[src/sv/pcx_rle_palette_decoder_core_assert.svh]
// assertion macros used by the decoder datapath
`ifndef PCX_RLE_PALETTE_DECODER_CORE_ASSERT_SVH
`define PCX_RLE_PALETTE_DECODER_CORE_ASSERT_SVH
`ifndef SYNTHESIS
// property must hold at every clock edge outside reset
`define PCXD_ASSERT(lbl, clk, rstn, prop, msg) \
  lbl: assert property (@(posedge clk) disable iff (!rstn) prop) else $error(msg);
// condition must never be seen at a clock edge outside reset
`define PCXD_ASSERT_NEVER(lbl, clk, rstn, cond, msg) \
  lbl: assert property (@(posedge clk) disable iff (!rstn) !(cond)) else $error(msg);
`else
`define PCXD_ASSERT(lbl, clk, rstn, prop, msg)
`define PCXD_ASSERT_NEVER(lbl, clk, rstn, cond, msg)
`endif
`endif

[src/sv/pcxd_pkg.sv]
package pcxd_pkg;

  localparam int DEF_MAX_WIDTH  = 320;
  localparam int DEF_MAX_HEIGHT = 256;

  localparam int COL_W    = 9;
  localparam int ROW_W    = 8;
  localparam int CNT_W    = 6;
  localparam int IDX_W    = 8;
  localparam int COLOUR_W = 24;
  localparam int OP_W     = 2;

  // op codes carried in tuser of the input channel
  localparam logic [OP_W-1:0] OP_PALETTE = 2'd0;
  localparam logic [OP_W-1:0] OP_DATA    = 2'd1;
  localparam logic [OP_W-1:0] OP_START   = 2'd2;

  // top two bits of a run header byte
  localparam logic [1:0] RUN_MARK = 2'b11;

  // register select, address bit 2
  localparam logic REG_LAST_COLUMN = 1'b0;
  localparam logic REG_LAST_ROW    = 1'b1;

  localparam logic [COL_W-1:0] RESET_LAST_COLUMN = 9'd319;
  localparam logic [ROW_W-1:0] RESET_LAST_ROW    = 8'd199;

  typedef struct packed {
    logic [COL_W-1:0] last_column;
    logic [ROW_W-1:0] last_row;
  } cfg_t;

  typedef struct packed {
    logic accept;
    logic step;
  } ctrl_cmd_t;

  typedef struct packed {
    logic run_start;
    logic rem_one;
    logic out_busy;
  } dp_status_t;

endpackage

[src/sv/pcxd_cfg.sv]
module pcxd_cfg #(
  parameter int MAX_WIDTH  = pcxd_pkg::DEF_MAX_WIDTH,
  parameter int MAX_HEIGHT = pcxd_pkg::DEF_MAX_HEIGHT
) (
  input  logic               clk,
  input  logic               rst_n,
  input  logic               cfg_psel,
  input  logic               cfg_penable,
  input  logic               cfg_pwrite,
  input  logic [2:0]         cfg_paddr,
  input  logic [31:0]        cfg_pwdata,
  output logic [31:0]        cfg_prdata,
  output logic               cfg_pready,
  output pcxd_pkg::cfg_t     cfg
);
  import pcxd_pkg::*;

  localparam int ROW_CAP_W = ROW_W + 2;
  localparam logic [COL_W-1:0]     COL_CAP = COL_W'(MAX_WIDTH - 1);
  localparam logic [ROW_CAP_W-1:0] ROW_CAP = ROW_CAP_W'(MAX_HEIGHT - 1);

  logic [COL_W-1:0] last_column_r, last_column_nxt;
  logic [ROW_W-1:0] last_row_r, last_row_nxt;
  logic             wr;
  logic [COL_W-1:0] col_in;
  logic [ROW_W-1:0] row_in;

  assign cfg_pready = 1'b1;
  assign wr         = cfg_psel && cfg_penable && cfg_pwrite && cfg_pready;
  assign col_in     = cfg_pwdata[COL_W-1:0];
  assign row_in     = cfg_pwdata[ROW_W-1:0];

  // values beyond the image limits saturate
  always_comb begin
    last_column_nxt = last_column_r;
    last_row_nxt    = last_row_r;
    if (wr) begin
      if (cfg_paddr[2] == REG_LAST_COLUMN) begin
        last_column_nxt = (col_in > COL_CAP) ? COL_CAP : col_in;
      end else begin
        last_row_nxt = ({2'b00, row_in} > ROW_CAP) ? ROW_CAP[ROW_W-1:0] : row_in;
      end
    end
  end

  always_ff @(posedge clk) begin
    if (!rst_n) begin
      last_column_r <= RESET_LAST_COLUMN;
      last_row_r    <= RESET_LAST_ROW;
    end else begin
      last_column_r <= last_column_nxt;
      last_row_r    <= last_row_nxt;
    end
  end

  assign cfg_prdata = (cfg_paddr[2] == REG_LAST_ROW) ? {{(32-ROW_W){1'b0}}, last_row_r}
                                                     : {{(32-COL_W){1'b0}}, last_column_r};

  assign cfg.last_column = last_column_r;
  assign cfg.last_row    = last_row_r;

endmodule

[config.mk]
export PLATFORM = sky130hd
export DESIGN_NAME = pcxd_cfg
export DESIGN_NICKNAME = d
export VERILOG_FILES = /design/src/sv/pcx_rle_palette_decoder_core_assert.svh /design/src/sv/pcxd_pkg.sv /design/src/sv/pcxd_cfg.sv
export SDC_FILE = /design/constraint.sdc
export NUM_CORES = 1
export LEC_CHECK = 0
export BUFFER_PORTS_ARGS = -buffer_cell sky130_fd_sc_hd__buf_2
export CORE_ASPECT_RATIO = 0.9
export CORE_MARGIN = 1
export CORE_UTILIZATION = 35
export DETAILED_ROUTE_END_ITERATION = 10
export GPL_ROUTABILITY_DRIVEN = 0
export PLACE_DENSITY_LB_ADDON = 0.12
export REMOVE_ABC_BUFFERS = 1
export SLEW_MARGIN = 20
export SYNTH_ARGS = -nofsm -noshare
export SYNTH_HDL_FRONTEND = slang
export SYNTH_SLANG_ARGS = --single-unit
[constraint.sdc]
create_clock -name clk -period 0.85 [get_ports clk]
set_input_delay 0.0425 -clock clk [delete_from_list [all_inputs] [get_ports clk]]
set_output_delay 0.0425 -clock clk [all_outputs]
set_load 0.02 [all_outputs]
==> flow_summary.yaml <==
worst_setup_path:
  critPathRequiredTime_ns: 0.81
  reg2reg_slack_ns: 0.02
  cpPeakStageDelay_ns: 0.34
  cp_slowest_cell: "dfxtp_2"
  crit_arrival_ns: 1.03
  worstSetupPathType: "flop to output port"
  path_cells: "mux2_4 > buf_6"
  crit_fanout: 3
  start_kind: "flop"
  cp-end-kind: "output port"
clock_network:
  cts_buffers: 3
  clock_path_buffers: 2
  clk_latency_ns: 0.29
  clock_sinks: 17
  cts_tree: "yes"
  path_clk_slew_ns: 0.09
  cts_htree_levels: 1
  clock-root-buffer: "clkbuf_4"
pwr:
  peakVddDrop_v: 0.000881
  power_leakage_nw: 0.781
  powerDensity_nw_per_um2: 1090
  finalPower_mw: 1.77
floorplanning:
  core_um2: 2490
  die_w_um: 56.5
  start_util: 0.376
  die_y_um: 51.1
  die-area_um2: 2880
  io_pins: 90
  fp-row-count: 17
sta:
  period_share: 1.26
  rsz0062_at_grt: "yes"
  finalClockSkew_ns: 0
  slew_violations: 0
  fin_tns_setup_ns: -2.77
  post-route-min-period_ns: 1.08
  hold_violations: 0
  hold_ws_ns: 0.00313
  setup_slack_ns: -0.225
  fmax_mhz: 930
  setup_viol: 25
routing:
  viasPerCell: 4.62
  detailedRoute.firstPassIterationCount: 4
  routed_wl_um: 2650
  ant_nets: 0
  drc_errors: 0
  avgRoutedWirePerCell_um: 12.4
  vias: 989
  drtIter0Drc: 24
synth:
  synth_top_area_frac: 0.364
  synth.ff_latch_count: 17
  yosys.area.top_type: "dfxtp_1"
  synth_cells: 112
  synth_warnings: 0
  netlist_area_um2: 936
  ys_seq_area_frac: 0.364
  synth.area.top_cells: "dfxtp_1 (36%), buf_4 (21%), mux2_2 (9.6%)"
  avgSynthCellArea_um2: 8.36
  synth.distinct_cells: 20
run_status:
  status: "finished with violations"
  violations: "negative setup slack"
final_layout:
  fin_area_um2: 1620
  drive_above_1_share: 0.554
  antennaDiodeCount: 0
  layout.nets: 227
  area_growth_pct: 73.1
grt:
  grt_usage: 0.174
  grt_use_met3: 0.0557
  busiest_layer: "met2"
  antenna_found_initial: 0
  grt_pass1_vias: 811
  global_route.usage.met1: 0.228
  grt_util_met2: 0.273
  grt_max_degree: 18
  grt_pass1_wl_um: 3790
  grt_overflow: 0
place:
  dp_slack_ns: -0.120
  postPlaceCellArea_um2: 1110
  hpwl_um: 1580
  port_buffers: 40
worst_hold_path:
  hold_class: "input pin to flop"
flow_run:
  drv_cap: 0
## kinds of logic after synthesis
kind of cell / Yosys count / share of synthesized area
compound gates: 12 / 0.0802
other cells: 2 / 0.00802
mux: 8 / 0.0963
buf+inv: 28 / 0.218
flops: 17 / 0.364
simple gates: 45 / 0.234
## final cells by class
type	instances	area, µm²
fill	222	868
timing repair buffer	76	689
multi-input combinational	89	508
sequential	17	362
tap	28	35.0
clock buffer	4	26.3
## state kept, by name, indices dropped and copies added, names as in the netlist
signal	flops
last_column_r	9
last_row_r	8
## metrics by stage
step | util | cells
after floorplan | - | 106
after global routing | 0.651 | 214
after detailed placement | 0.446 | 182
final | 0.651 | 214
after CTS | 0.616 | 208
after global placement | 0.446 | 182
## report_power, final
part           internal (mW)  leakage, nW  switching (mW)
Combinational          0.223        0.631           0.280
Clock                  0.183       0.0150           0.252
Sequential             0.818        0.135          0.0122
## layout by cell type (no fill, tap or decap), drive strengths merged
master / Yosys / final
dfxtp: 17 / 17
o21a: 1 / 1
buf: 27 / 70
nand4: 1 / 1
nand3: 6 / 6
mux2: 8 / 8
o21ai: 6 / 6
clkbuf: 1 / 4
dlygate4sd3: 0 / 6
nor3: 6 / 6
a21boi: 5 / 5
nor2b: 1 / 1
nand4b: 1 / 1
conb: 2 / 24
nand3b: 2 / 2
and4: 1 / 1
and4b: 1 / 1
nand2: 20 / 20
nor2: 6 / 6
## cells in the mapped netlist
library cell / number
a21boi_0: 3
nor3_1: 6
o21a_1: 1
buf_4: 26
nand3_1: 6
nand3b_1: 2
a21boi_1: 2
conb_1: 2
dfxtp_1: 17
nand4b_2: 1
buf_2: 1
mux2_2: 8
nor2b_1: 1
nand2_1: 20
and4b_1: 1
and4_1: 1
nand4_1: 1
o21ai_0: 6
clkbuf_1: 1
nor2_1: 6
## timing repair
item | CTS | global route
gates resized for setup | 77 | 19
pin swaps | 0 | 2
setup buffers | 16 | 11
hold endpoints to repair | 6 | 0
hold buffers | 6 | 0
endpoints found under the setup margin | 26 | 27
## worst max-delay path: cells and delay by family, from the launching register on
kind	cells	cell delay, ns
buffers and inverters	1	0.13
flip-flops	1	0.34
multiplexers	1	0.27
## final timing paths
check | cells after the start | startpoint | end
worst max register to register | 4 | last_column_r[1] | last_column_r[1]
worst min-delay path | 3 | cfg_pwdata[5] | last_row_r[5]
worst max-delay path | 2 | last_column_r[4] | cfg_prdata[4]
worst min register to register | 2 | last_column_r[8] | last_column_r[8]
## per-layer routing
| layer | wire length, µm | share of wire | vias up |
|---|---|---|---|
| li1 | - | - | 474 |
| met1 | 1130 | 0.43 | 451 |
| met2 | 1250 | 0.47 | 62 |
| met3 | 251 | 0.095 | 2 |
| met4 | 12 | 0.0045 | 0 |
| met5 | 0 | 0 | - |
(Power assumes the default switching activity.)
